## config.mk

```make
export PLATFORM = sky130hd
export DESIGN_NAME = armr_cell
export DESIGN_NICKNAME = d
export VERILOG_FILES = /design/src/rtl/core/armr_pkg.sv /design/src/rtl/core/armr_cell.sv
export SDC_FILE = /design/constraint.sdc
export NUM_CORES = 1
export LEC_CHECK = 0
export ABC_AREA = 0
export BUFFER_PORTS_ARGS = -buffer_cell sky130_fd_sc_hd__buf_4
export CORE_MARGIN = 1.5
export CORE_UTILIZATION = 45
export DETAILED_ROUTE_END_ITERATION = 10
export MAX_ROUTING_LAYER = met4
export PLACE_DENSITY = 0.74
export SLEW_MARGIN = 40
export SYNTH_ARGS = -nofsm -noshare
export SYNTH_HDL_FRONTEND = slang
export SYNTH_SLANG_ARGS = --single-unit
export TNS_END_PERCENT = 50
```

## constraint.sdc

```tcl
create_clock -name clk -period 3.09 [get_ports clk]
set_input_delay 0.309 -clock clk [delete_from_list [all_inputs] [get_ports clk]]
set_output_delay 0.309 -clock clk [all_outputs]
set_load 0.02 [all_outputs]
```

## src/rtl/core/armr_pkg.sv

```systemverilog
// ----------------------------------------------------------------------------
// armr_pkg
// Shared types and constants of the address region message router: request
// and response payloads, the query that walks the region cells, the table
// write bus, result codes and the controller states.
// ----------------------------------------------------------------------------
`default_nettype none

package armr_pkg;

    // default parameter values
    localparam int REGIONS_DEF   = 16;
    localparam int DEVICES_DEF   = 16;
    localparam int ADDR_BITS_DEF = 32;

    // fixed field widths
    localparam int ID_W   = 4;
    localparam int DATA_W = 32;
    localparam int CNT_W  = 5;

    // device count after reset
    localparam logic [CNT_W-1:0] CNT_RESET = 5'd16;

    // command codes
    localparam logic CMD_LOAD  = 1'b0;
    localparam logic CMD_ROUTE = 1'b1;

    // read response marker
    localparam logic READ_RSP_MARK = 1'b1;

    // route kind codes
    localparam logic [1:0] KIND_BY_SRC  = 2'd0;
    localparam logic [1:0] KIND_BY_DST  = 2'd1;
    localparam logic [1:0] KIND_BY_ADDR = 2'd2;
    localparam logic [1:0] KIND_LOAD    = 2'd3;

    // status codes
    localparam logic [1:0] STAT_OK      = 2'd0;
    localparam logic [1:0] STAT_MISS    = 2'd1;
    localparam logic [1:0] STAT_OVERLAP = 2'd2;
    localparam logic [1:0] STAT_BAD_ID  = 2'd3;

    // request payload
    typedef struct packed {
        logic              cmd;
        logic [3:0]        slot_index;
        logic [DATA_W-1:0] region_start;
        logic [DATA_W-1:0] region_length;
        logic [ID_W-1:0]   region_device;
        logic              region_enabled;
        logic              msg_is_read_response;
        logic              msg_has_dst;
        logic [ID_W-1:0]   msg_src_id;
        logic [ID_W-1:0]   msg_dst_id;
        logic [DATA_W-1:0] msg_address;
    } req_t;

    // response payload
    typedef struct packed {
        logic [ID_W-1:0] dest_device;
        logic [1:0]      route_kind;
        logic [1:0]      status;
    } rsp_t;

    // query handed from cell to cell
    typedef struct packed {
        logic            hit;
        logic [ID_W-1:0] hit_owner;
        logic            overlap;
        req_t            req;
    } query_t;

    // table write broadcast to all cells
    typedef struct packed {
        logic              en;
        logic              set;
        logic [3:0]        slot;
        logic [DATA_W-1:0] start;
        logic [DATA_W-1:0] length;
        logic [ID_W-1:0]   owner;
    } tbl_wr_t;

    // controller states
    typedef enum logic {
        CTL_IDLE,
        CTL_SWEEP
    } ctl_state_t;

endpackage

`default_nettype wire

```

## src/rtl/core/armr_cell.sv

```systemverilog
// ----------------------------------------------------------------------------
// armr_cell
// One region table entry. Checks the passing query against its entry
// (overlap for a load, address match for a route) and registers the query
// for the next cell.
// ----------------------------------------------------------------------------
`default_nettype none

module armr_cell #(
    parameter int ADDR_BITS = armr_pkg::ADDR_BITS_DEF,
    parameter int INDEX     = 0
) (
    input  wire logic             clk,
    input  wire logic             rst_n,
    input  wire logic             vld_in,
    input  wire armr_pkg::query_t q_in,
    input  wire armr_pkg::tbl_wr_t wr,
    output logic                  vld_out,
    output armr_pkg::query_t      q_out
);
    import armr_pkg::*;

    localparam int SPAN_W = ((ADDR_BITS > DATA_W) ? ADDR_BITS : DATA_W) + 1;

    // entry storage
    logic [ADDR_BITS-1:0] start_reg;
    logic [SPAN_W-1:0]    end_reg;
    logic [ID_W-1:0]      owner_reg;
    logic                 nonempty_reg;
    logic                 valid_reg;

    // query stage toward the next cell
    logic   vld_reg;
    query_t q_reg;
    query_t q_next;

    logic [ADDR_BITS-1:0] q_start;
    logic [SPAN_W-1:0]    q_end;
    logic [ADDR_BITS-1:0] q_addr;
    logic                 own_slot;
    logic [ADDR_BITS-1:0] w_start;
    logic                 wr_hit;

    // addresses wrap at the address width, region ends do not
    assign q_start  = ADDR_BITS'(SPAN_W'(q_in.req.region_start));
    assign q_end    = SPAN_W'(q_start) + SPAN_W'(q_in.req.region_length);
    assign q_addr   = ADDR_BITS'(SPAN_W'(q_in.req.msg_address));
    assign own_slot = (32'(q_in.req.slot_index) == 32'(INDEX));
    assign w_start  = ADDR_BITS'(SPAN_W'(wr.start));
    assign wr_hit   = wr.en && (32'(wr.slot) == 32'(INDEX));

    // compare the query against this entry
    always_comb
    begin
        q_next = q_in;
        if (q_in.req.cmd == CMD_LOAD)
        begin
            if (!own_slot && valid_reg && nonempty_reg &&
                (q_in.req.region_length != '0) &&
                (q_end > SPAN_W'(start_reg)) && (end_reg > SPAN_W'(q_start)))
            begin
                q_next.overlap = 1'b1;
            end
        end
        else if (!q_in.hit && valid_reg &&
                 (SPAN_W'(q_addr) >= SPAN_W'(start_reg)) &&
                 (SPAN_W'(q_addr) < end_reg))
        begin
            q_next.hit       = 1'b1;
            q_next.hit_owner = owner_reg;
        end
    end

    // valid bits
    always_ff @(posedge clk or negedge rst_n)
    begin
        if (!rst_n)
        begin
            valid_reg <= 1'b0;
            vld_reg   <= 1'b0;
        end
        else
        begin
            vld_reg <= vld_in;
            if (wr_hit)
            begin
                valid_reg <= wr.set;
            end
        end
    end

    // entry and query payload
    always_ff @(posedge clk)
    begin
        q_reg <= q_next;
        if (wr_hit && wr.set)
        begin
            start_reg    <= w_start;
            end_reg      <= SPAN_W'(w_start) + SPAN_W'(wr.length);
            owner_reg    <= wr.owner;
            nonempty_reg <= (wr.length != '0);
        end
    end

    assign vld_out = vld_reg;
    assign q_out   = q_reg;

endmodule

`default_nettype wire

```

==> results of run 1 <==
==> cell usage after synthesis, types with 4 or more instances <==
master,count,area (µm²)
sky130_fd_sc_hd__ha_1,191,2390
sky130_fd_sc_hd__dfxtp_1,122,2440
sky130_fd_sc_hd__inv_1,117,439
sky130_fd_sc_hd__a21oi_1,84,420
sky130_fd_sc_hd__edfxtp_1,70,2100
sky130_fd_sc_hd__a21o_1,63,473
sky130_fd_sc_hd__nor2_1,40,150
sky130_fd_sc_hd__xnor2_1,40,350
sky130_fd_sc_hd__o21ai_0,38,190
sky130_fd_sc_hd__nand2_1,34,128
sky130_fd_sc_hd__nand4_1,27,169
sky130_fd_sc_hd__nand3_1,20,100
sky130_fd_sc_hd__nor4_1,20,125
sky130_fd_sc_hd__nor2b_1,19,119
sky130_fd_sc_hd__xor2_1,16,140
sky130_fd_sc_hd__a211oi_1,13,97.6
sky130_fd_sc_hd__nor3_1,11,55.1
sky130_fd_sc_hd__o21ai_1,10,50.1
sky130_fd_sc_hd__and3_1,9,56.3
sky130_fd_sc_hd__nand2b_1,9,56.3
sky130_fd_sc_hd__o211ai_1,9,67.6
sky130_fd_sc_hd__a31oi_1,8,50.1
sky130_fd_sc_hd__o21bai_1,7,52.6
sky130_fd_sc_hd__o31ai_1,5,37.5
sky130_fd_sc_hd__a21boi_1,4,30.0
sky130_fd_sc_hd__mux2_2,4,45.0
sky130_fd_sc_hd__o21a_1,4,30.0
sky130_fd_sc_hd__or2_2,4,25.0
==> final timing paths <==
path                                         end  slack, ns  cells past startpoint
max in group asynchronous  valid_reg$_DFFE_PN0P_       2.80                      2
max                           q_out[116]$_DFF_P_      -0.35                     18
min reg2reg                   q_out[118]$_DFF_P_       0.48                      1
max reg2reg                   q_out[120]$_DFF_P_       0.36                     12
min                             q_out[8]$_DFF_P_       0.02                      1
min in group asynchronous      vld_out$_DFF_PN0_       0.20                      2
==> report_power, final <==
| part | leakage (nW) | internal, mW | switching, mW |
|---|---|---|---|
| Sequential | 1.69 | 2.76 | 0.0348 |
| Clock | 0.279 | 1.08 | 1.06 |
| Combinational | 5.91 | 0.957 | 0.923 |
| Total | 7.87 | 4.80 | 2.02 |
==> per-layer routing <==
| metal | track usage, % | wire length, µm |
|---|---|---|
| met5 | - | 0 |
| met4 | 8.10 | 714 |
| met3 | 3.58 | 1790 |
| met2 | 43.9 | 15700 |
| met1 | 34.6 | 14800 |
==> kinds of logic after synthesis <==
logic type / count (synthesis)
DFF: 194
buffers and inverters: 119
xor gates and xnor gates: 56
and+or+nand+nor: 203
adders and majority gates: 193
muxes: 4
AOI/OAI and AO/OA: 280
==> repair_timing <==
action	4_1_cts	5_1_grt
hold buffers	77	0
hold endpoints to repair	78	0
endpoints found under the setup margin	1	1
pin swaps	12	1
setup buffers	1	0
gates resized for setup	8	7
==> final cells by class <==
type / count / area, µm² / area share [%]
clock inverter: 14 / 121 / 0.756
tap: 319 / 399 / 2.49
clock buffer: 18 / 439 / 2.74
antenna: 1 / 2.50 / 0.0156
inverter: 118 / 443 / 2.76
multi-input combinational: 736 / 6040 / 37.6
sequential: 194 / 4590 / 28.6
timing repair buffer: 507 / 4020 / 25.0
==> cells in the final DEF (no fill, tap or decap), types with 4 or more instances in the layout <==
cell,count
sky130_fd_sc_hd__a211oi_1,10
sky130_fd_sc_hd__a21boi_1,5
sky130_fd_sc_hd__a21o_1,63
sky130_fd_sc_hd__a21oi_1,80
sky130_fd_sc_hd__a21oi_2,5
sky130_fd_sc_hd__a31oi_1,8
sky130_fd_sc_hd__and3_1,8
sky130_fd_sc_hd__buf_4,427
sky130_fd_sc_hd__clkbuf_16,17
sky130_fd_sc_hd__clkinv_2,4
sky130_fd_sc_hd__dfxtp_1,122
sky130_fd_sc_hd__dlygate4sd3_1,77
sky130_fd_sc_hd__edfxtp_1,70
sky130_fd_sc_hd__ha_1,188
sky130_fd_sc_hd__inv_1,116
sky130_fd_sc_hd__mux2_2,4
sky130_fd_sc_hd__nand2_1,34
sky130_fd_sc_hd__nand2b_1,9
sky130_fd_sc_hd__nand3_1,19
sky130_fd_sc_hd__nand4_1,27
sky130_fd_sc_hd__nor2_1,39
sky130_fd_sc_hd__nor2b_1,17
sky130_fd_sc_hd__nor3_1,11
sky130_fd_sc_hd__nor4_1,20
sky130_fd_sc_hd__o211ai_1,9
sky130_fd_sc_hd__o21a_1,4
sky130_fd_sc_hd__o21ai_0,38
sky130_fd_sc_hd__o21ai_1,10
sky130_fd_sc_hd__o21bai_1,7
sky130_fd_sc_hd__o31ai_1,4
sky130_fd_sc_hd__xnor2_1,40
sky130_fd_sc_hd__xor2_1,16
==> results.json, run 1 <==
{
  "drv.max_cap_violation_count": 0,
  "post_synth_num_cell_types": 64,
  "final-setup-viol-count": 1,
  "timing.final.hold_violations": 0,
  "clk_path_buf_depth": 2,
  "grt_overflow": 0,
  "number_of_antenna_violations_at_the_first_check_in_global_routing": 1,
  "min-delay-start": "q_in[8]",
  "yosys.area_share.simple_pct": 9.75,
  "post_drt_via_cell_ratio": 5.18,
  "report.power.total_mw": 6.82,
  "initial_standard_cell_utilization_of_the_core_pct": 46.1,
  "syn_nets": 1441,
  "vias": 9876,
  "holdCritPathClass": "in2reg",
  "finalCritPeriodShare_pct": 111,
  "synth_top_family_by_area": "adder cells",
  "fp.coreArea_um2": 23700,
  "post_synth_mux_area_share_pct": 0.412,
  "syn_area_per_cell_um2": 10.4,
  "critical_path.endpoint_type": "flop",
  "seq_area_frac_synth_pct": 42.0,
  "cpMostUsedCell": "sky130_fd_sc_hd__a21o_1",
  "slowest_delay_ns": 0.57,
  "critical_path.startpoint_type": "input pin",
  "dp_cells": 1796,
  "crit_family": "compound AO/OA/AOI/OAI gates",
  "worst_slew_pin_slew_ns": 0.648,
  "p_leak_nw": 7.87,
  "grt_pass1_vias": 9916,
  "layout_setup_ws_ns": -0.345,
  "drc_violations_left": 0,
  "nNetsFinal": 1966,
  "clock_tree_from_tritoncts": "built",
  "timing.setup.critical_path_class": "in2reg",
  "peak_supply_drop_mv": 0.300,
  "post_synthesis_cell_count": 1049,
  "clock_sinks": 194,
  "drt.antenna.violating_nets": 0,
  "final_core_util_pct": 67.8,
  "cp_slowest_cell": "sky130_fd_sc_hd__or4b_4",
  "globalRouteTotalUtil_pct": 26.9,
  "drt_first_pass_iters": 5,
  "synthAdderAreaFrac_pct": 22.2,
  "cts.htree.levels": 4,
  "max-slew-margin-rel_pct": 56.4,
  "worst_ep_required_time_ns": 3.41,
  "detail_route.wl_per_cell_um": 17.3,
  "first_iter_violations": 661,
  "worst_skew_pair.late_latency_ns": 0.44,
  "synth-compound-area-share_pct": 17.0,
  "placed_area_um2": 14600,
  "io_pins": 322,
  "drive_gt1_share_pct": 31.6,
  "data_arrival_time_of_the_critical_path_ns": 3.76,
  "largest_net_degree_at_the_start_of_global_routing": 43,
  "postSynth.topFlopCell": "sky130_fd_sc_hd__dfxtp_1",
  "grt_pass1_wl_mm": 51.9,
  "drv_slew": 0,
  "place.detailed.hpwl_mm": 26.0,
  "syn2layout_area_growth_pct": 46.9,
  "worstPathMaxFanout": 3,
  "synth-edff-count": 70,
  "wirelength_mm": 32.9,
  "power-per-cell-area_nw_per_um2": 425,
  "dieWidth_um": 159,
  "total_cts_buffers": 17,
  "violated_checks": "setup timing",
  "stdcell_area_um2": 16100,
  "unrepaired_setup_endpoints_after_global_routing": "true",
  "crit-reg2reg-launch": "start_reg[5]$_DFFE_PP_",
  "setup_total_negative_slack_ns": -0.345,
  "critPathLaunch": "q_in[54]",
  "yosys_warnings": 0,
  "fmax_mhz": 291,
  "ys_async_sr_fraction_pct": 1.03,
  "cts-root-buf": "sky130_fd_sc_hd__clkbuf_16",
  "chipHeight_um": 159,
  "run_status": "finished, violations left",
  "worst_path_bufs_invs": 1,
  "clock-skew-final_ns": 0.00985,
  "placement_rows": 56,
  "crit_chain": "buf_4 > ha_1 > a211o_1 > o211ai_1 > a21oi_2 > or4b_4 > a21o_1 > o31ai_2 > xnor2_1 > ha_1 > a21o_1 > a21o_1 > a21oi_2 > o22ai_1 > a211oi_2 > nand3_1 > a31oi_1 > o21ai_1",
  "port_buffers": 321,
  "whs_ns": 0.0199,
  "pre_cts_ws_ns": -0.931,
  "ys_ff_latch": 194,
  "instances_no_fill": 1907,
  "num-fill-cells": 1816,
  "period_needed_ns": 3.44,
  "clkSlewWorstSetupHoldPaths_ns": 0.07,
  "largest_reg_flops": 122,
  "netlist_area_um2": 10900,
  "finalWeightedCongestion": 0.969,
  "synthXorXnorAreaFrac_pct": 4.49,
  "floorplan.die_area_um2": 25200
}
(Power assumes the default switching activity.)
==> run 2, diff against run 1 <==
- CTS_BUF_LIST: not set -> sky130_fd_sc_hd__clkbuf_2
==> results.json, run 2 (same netlist as run 1, synthesis figures left out) <==
{
  "data_arrival_time_of_the_critical_path_ns": 3.76,
  "max-slew-margin-rel_pct": 52.1,
  "first_iter_violations": 724,
  "fp.coreArea_um2": 23700,
  "timing.critical_path.depth": 22,
  "total_cts_buffers": 17,
  "most-common-layout-cells": "431 x sky130_fd_sc_hd__buf_4, 195 x sky130_fd_sc_hd__dlygate4sd3_1, 189 x sky130_fd_sc_hd__ha_1, 122 x sky130_fd_sc_hd__dfxtp_1, 116 x sky130_fd_sc_hd__inv_1",
  "critical_path.startpoint_type": "input pin",
  "worst_ep_required_time_ns": 3.85,
  "worst_skew_pair.late_latency_ns": 0.82,
  "power-per-cell-area_nw_per_um2": 359,
  "largest_net_degree_at_the_start_of_global_routing": 43,
  "share_of_power_burned_in_combinational_logic_pct": 33.4,
  "cpMostUsedCell": "sky130_fd_sc_hd__a21oi_2",
  "drt.antenna.violating_nets": 0,
  "finalCritPeriodShare_pct": 97.2,
  "peak_supply_drop_mv": 0.206,
  "power_frac_seq_pct": 46.4,
  "critical_path.endpoint_type": "flop",
  "report.power.total_mw": 6.06,
  "chipHeight_um": 159,
  "cts.htree.levels": 4,
  "timing.setup.critical_path_class": "in2reg",
  "worstPathMaxFanout": 5,
  "clk_path_buf_depth": 2,
  "net_switching_power_mw": 1.99,
  "grt_overflow": 0,
  "dieWidth_um": 159,
  "clock-skew-final_ns": 0.0417,
  "grt_pass1_vias": 10900,
  "drc_violations_left": 0,
  "placement_rows": 56,
  "worstHoldPathCells": 3,
  "run_status": "finished, final reports clean",
  "critPathLaunch": "q_in[47]",
  "min-delay-start": "wr[19]",
  "fmax_mhz": 333,
  "syn2layout_area_growth_pct": 54.5,
  "number_of_antenna_violations_at_the_first_check_in_global_routing": 3,
  "wirelength_mm": 36.1,
  "io_pins": 322,
  "globalRouteTotalUtil_pct": 29.1,
  "pwr-share-clk_pct": 20.2,
  "crit_chain": "buf_4 > ha_4 > inv_2 > fa_2 > nor2b_4 > o2111ai_4 > a2111oi_4 > or4b_4 > a21oi_2 > o21ai_2 > a21o_1 > a21oi_2 > xnor2_1 > ha_1 > nand4_1 > or2_4 > nor2_2 > nand3_1 > nor2_1 > a21oi_1 > a31oi_1 > o21ai_1",
  "holdCritPathClass": "in2reg",
  "period_needed_ns": 3.00,
  "slowest_delay_ns": 0.37,
  "drv.max_cap_violation_count": 0,
  "place.detailed.hpwl_mm": 26.0,
  "cp_slowest_cell": "sky130_fd_sc_hd__a2111oi_4",
  "initial_standard_cell_utilization_of_the_core_pct": 46.1,
  "port_buffers": 321,
  "r2r_cells": 10,
  "drv_slew": 0,
  "crit_family": "compound AO/OA/AOI/OAI gates",
  "crit-reg2reg-launch": "end_reg[5]$_DFFE_PP_",
  "post_drt_via_cell_ratio": 5.25,
  "cts-root-buf": "sky130_fd_sc_hd__clkbuf_2",
  "final_common_cell": "sky130_fd_sc_hd__buf_4",
  "clock_tree_from_tritoncts": "built",
  "final-setup-viol-count": 0,
  "largest_reg_flops": 122,
  "p_sw_share_pct": 32.8,
  "detail_route.wl_per_cell_um": 17.8,
  "timing.final.hold_violations": 0,
  "worst_path_bufs_invs": 2,
  "unrepaired_setup_endpoints_after_global_routing": "true",
  "finalWeightedCongestion": 0.969,
  "floorplan.die_area_um2": 25200,
  "worst_slew_pin_slew_ns": 0.712,
  "p_leak_nw": 8.23,
  "grt_pass1_wl_mm": 56.3,
  "drive_gt1_share_pct": 29.5,
  "whs_ns": 0.0831,
  "clkSlewWorstSetupHoldPaths_ns": 0.31,
  "vias": 10700,
  "clock_sinks": 194,
  "drt_first_pass_iters": 5,
  "internal_power_mw": 4.07,
  "nNetsFinal": 2086
}
[run 2: metal layers]
metal	track usage [%]	share of wire, %	vias to the layer above
li1	-	-	5169
met1	35.6	43	4990
met2	48.7	48	390
met3	3.84	5.2	107
met4	11.7	3.7	0
met5	-	0	-
[run 2: final cells by class]
type	instances	area, µm²
Multi-Input combinational cell	736	6020
Antenna cell	4	10.0
Timing Repair Buffer	627	5210
Inverter	118	443
Clock buffer	17	85.1
Tap cell	319	399
Sequential cell	194	4590
Clock inverter	15	125
Fill cell	1725	6800
[run 2: worst min-delay path: cells and delay by family]
family | cells | cell delay (ns)
adder cells (fa/ha/maj) | 1 | 0.25
XOR/XNOR | 1 | 0.11
buffers and inverters | 1 | 0.09
[run 2: path summary, 6_finish.rpt]
kind	to	slack, ns
worst max register to register	q_out[120]$_DFF_P_	0.29
worst max-delay path	q_out[116]$_DFF_P_	0.09
worst min-delay path	end_reg[15]$_DFFE_PP_	0.08
worst min register to register	q_out[118]$_DFF_P_	0.52
max in group asynchronous	valid_reg$_DFFE_PN0P_	2.64
min in group asynchronous	vld_out$_DFF_PN0_	0.33
[run 2: power groups by stage]
stage | Sequential, mW | Combinational [mW] | Clock (mW)
floorplan | 2.96 | 0.865 | 0
global placement | 2.85 | 1.69 | 0
detailed placement | 2.86 | 1.73 | 0
CTS | 2.81 | 1.95 | 1.23
global route | 2.82 | 2.20 | 1.33
finish | 2.81 | 2.02 | 1.23
[run 2: timing repair]
action | CTS | global route
hold buffers | 195 | 0
hold endpoints to repair | 193 | 0
endpoints found under the setup margin | 1 | 2
setup buffers | 0 | 3
gates resized for setup | 1 | 10
pin swaps | 0 | 11
[run 2: through the flow]
step | setup TNS (ns) | instances | cell area, µm² | setup slack, ns | util [%]
global route | -0.0688 | 2029 | 16900 | -0.0688 | 71.3
CTS | 0 | 2023 | 16800 | 0.0357 | 70.9
detailed placement | -0.931 | 1796 | 14600 | -0.931 | 61.8
global placement | -0.868 | 1796 | 14600 | -0.868 | 61.8
finish | 0 | 2030 | 16900 | 0.0859 | 71.3
floorplan | -0.483 | 1049 | 11000 | -0.483 | -
==> run 3, diff against run 2 <==
- CORE_ASPECT_RATIO: not set -> 1.75
==> results.json, run 3 (same netlist as run 1, synthesis figures left out) <==
{
  "run_status": "finished, final reports clean",
  "syn2layout_area_growth_pct": 57.0,
  "post_drt_via_cell_ratio": 5.23,
  "number_of_antenna_violations_at_the_first_check_in_global_routing": 1,
  "cp_slowest_cell": "sky130_fd_sc_hd__dlygate4sd3_1",
  "whs_ns": 0.0666,
  "p_leak_nw": 8.30,
  "largest_net_degree_at_the_start_of_global_routing": 50,
  "peak_supply_drop_mv": 0.245,
  "crit-reg2reg-launch": "end_reg[2]$_DFFE_PP_",
  "critical_path.startpoint_type": "input pin",
  "grt_pass1_vias": 11500,
  "clock_tree_from_tritoncts": "built",
  "grt_pass1_wl_mm": 56.3,
  "chipHeight_um": 209,
  "clock-skew-final_ns": 0.0272,
  "cts.htree.levels": 4,
  "hold-path-endpoint": "q_out[112]$_DFF_P_",
  "detail_route.wl_per_cell_um": 17.7,
  "worst_ep_required_time_ns": 3.76,
  "largest_reg_flops": 122,
  "worst_skew_pair.late_latency_ns": 0.90,
  "wirelength_mm": 36.1,
  "unrepaired_setup_endpoints_after_global_routing": "true",
  "pre_cts_ws_ns": -1.03,
  "floorplan.die_area_um2": 25300,
  "initial_standard_cell_utilization_of_the_core_pct": 45.7,
  "most-common-layout-cells": "424 x sky130_fd_sc_hd__buf_4, 224 x sky130_fd_sc_hd__dlygate4sd3_1, 189 x sky130_fd_sc_hd__ha_1, 122 x sky130_fd_sc_hd__dfxtp_1, 116 x sky130_fd_sc_hd__inv_1",
  "clk_path_buf_depth": 2,
  "min-delay-start": "q_in[112]",
  "fmax_mhz": 335,
  "timing.final.hold_violations": 0,
  "worstHoldPathCells": 2,
  "holdCritPathClass": "in2reg",
  "data_arrival_time_of_the_critical_path_ns": 3.66,
  "regToRegSetupSlack_ns": 0.18,
  "worstPathMaxFanout": 5,
  "clkSlewWorstSetupHoldPaths_ns": 0.25,
  "total_cts_buffers": 17,
  "first_iter_violations": 464,
  "r2r_cells": 12,
  "clock_sinks": 194,
  "finalCritPeriodShare_pct": 96.5,
  "max-slew-margin-rel_pct": 52.4,
  "drc_violations_left": 0,
  "crit_chain": "dlygate4sd3_1 > buf_4 > ha_1 > a211oi_1 > o21ai_1 > o21ai_1 > o41ai_2 > a41o_1 > a211o_1 > a21oi_1 > xnor2_1 > dlygate4sd3_1",
  "power-per-cell-area_nw_per_um2": 364,
  "drt.antenna.violating_nets": 0,
  "crit_family": "compound AO/OA/AOI/OAI gates",
  "period_needed_ns": 2.98,
  "timing.setup.critical_path_class": "in2reg",
  "fp.coreArea_um2": 23900,
  "report.power.total_mw": 6.24,
  "dieWidth_um": 121,
  "vias": 10700,
  "drv_slew": 0,
  "worst_path_bufs_invs": 3,
  "cts-root-buf": "sky130_fd_sc_hd__clkbuf_2",
  "critPathLaunch": "wr[5]",
  "port_buffers": 321,
  "critical_path.endpoint_type": "flop",
  "final_common_cell": "sky130_fd_sc_hd__buf_4",
  "layout_setup_ws_ns": 0.107,
  "io_pins": 322,
  "placement_rows": 75,
  "r2r_end": "q_out[119]$_DFF_P_",
  "drv.max_cap_violation_count": 0,
  "worst_slew_pin_slew_ns": 0.707,
  "drive_gt1_share_pct": 28.7,
  "num-fill-cells": 1705,
  "final-setup-viol-count": 0,
  "nNetsFinal": 2107,
  "globalRouteTotalUtil_pct": 29.8,
  "drt_first_pass_iters": 5,
  "grt_overflow": 0,
  "place.detailed.hpwl_mm": 27.4,
  "finalWeightedCongestion": 0.898,
  "slowest_delay_ns": 0.56
}
## run 3: cell count changes in the layout (fill, tap and decap cells not counted), sizes merged
cell and delta:
clkinv -6, buf -8, clkinvlp +6, inv -3, bufinv +3, dlygate4sd3 +29
diode -3
## run 3: metrics by stage
step	std cells	TNS, ns	util, %	area (µm²)
after floorplan	1049	-0.483	-	11000
after global placement	1777	-0.946	60.8	14500
after detailed placement	1777	-1.03	60.8	14500
after CTS	2033	0	71.3	17100
after global routing	2037	-0.0113	71.7	17200
final	2037	0	71.7	17200
## run 3: worst register-to-register path, cell delays in order, from the launching register on
cell                       delay (ns)
sky130_fd_sc_hd__edfxtp_1        0.49
sky130_fd_sc_hd__inv_1           0.09
sky130_fd_sc_hd__ha_1            0.24
sky130_fd_sc_hd__a21oi_1         0.16
sky130_fd_sc_hd__o21ai_0         0.12
sky130_fd_sc_hd__a21oi_1         0.24
sky130_fd_sc_hd__o21ai_1         0.11
sky130_fd_sc_hd__a31oi_1         0.32
sky130_fd_sc_hd__nor3_1          0.12
sky130_fd_sc_hd__o311ai_1        0.33
sky130_fd_sc_hd__o211ai_1        0.14
sky130_fd_sc_hd__buf_4           0.20
sky130_fd_sc_hd__mux2_2          0.27
## run 3: where the power goes
part	leakage [nW]	internal, mW	total [mW]	switching (mW)
logic	6.48	1.08	2.06	0.972
clock network	0.136	0.457	1.37	0.917
registers	1.69	2.77	2.81	0.0363
total	8.30	4.31	6.24	1.92
## run 3: metal layers
layer	routed length [µm]	GRT usage, %
met4	2010	17.3
met5	0	-
met3	1590	3.82
met2	19300	54.6
met1	13200	29.7
## run 3: area by class of cell
type	instances	area (µm²)	area share [%]
antenna	1	2.50	0.0146
clock buffer	17	85.1	0.496
clock inverter	15	184	1.07
inverter	118	443	2.58
multi-input combinational	736	6040	35.2
sequential	194	4590	26.8
tap	308	385	2.25
timing repair buffer	648	5430	31.6
## run 3: how the worst max path moves through the flow
stage | endpoint | slack, ns | depth (start not counted)
after detailed placement | q_out[116]$_DFF_P_ | -1.03 | 22
after CTS | q_out[116]$_DFF_P_ | 0.02 | 22
after global placement | q_out[116]$_DFF_P_ | -0.95 | 21
after floorplan | q_out[116]$_DFF_P_ | -0.48 | 21
final | end_reg[27]$_DFFE_PP_ | 0.11 | 12
after global routing | q_out[116]$_DFF_P_ | -0.01 | 20
## run 3: what timing repair did
action | CTS | global route
endpoints found under the setup margin | 1 | 5
pin swaps | 0 | 7
cloned | 0 | 0
endpoints found under the hold margin | 195 | 0
setup buffers | 0 | 3
hold buffers | 224 | 0
resized for setup | 1 | 13
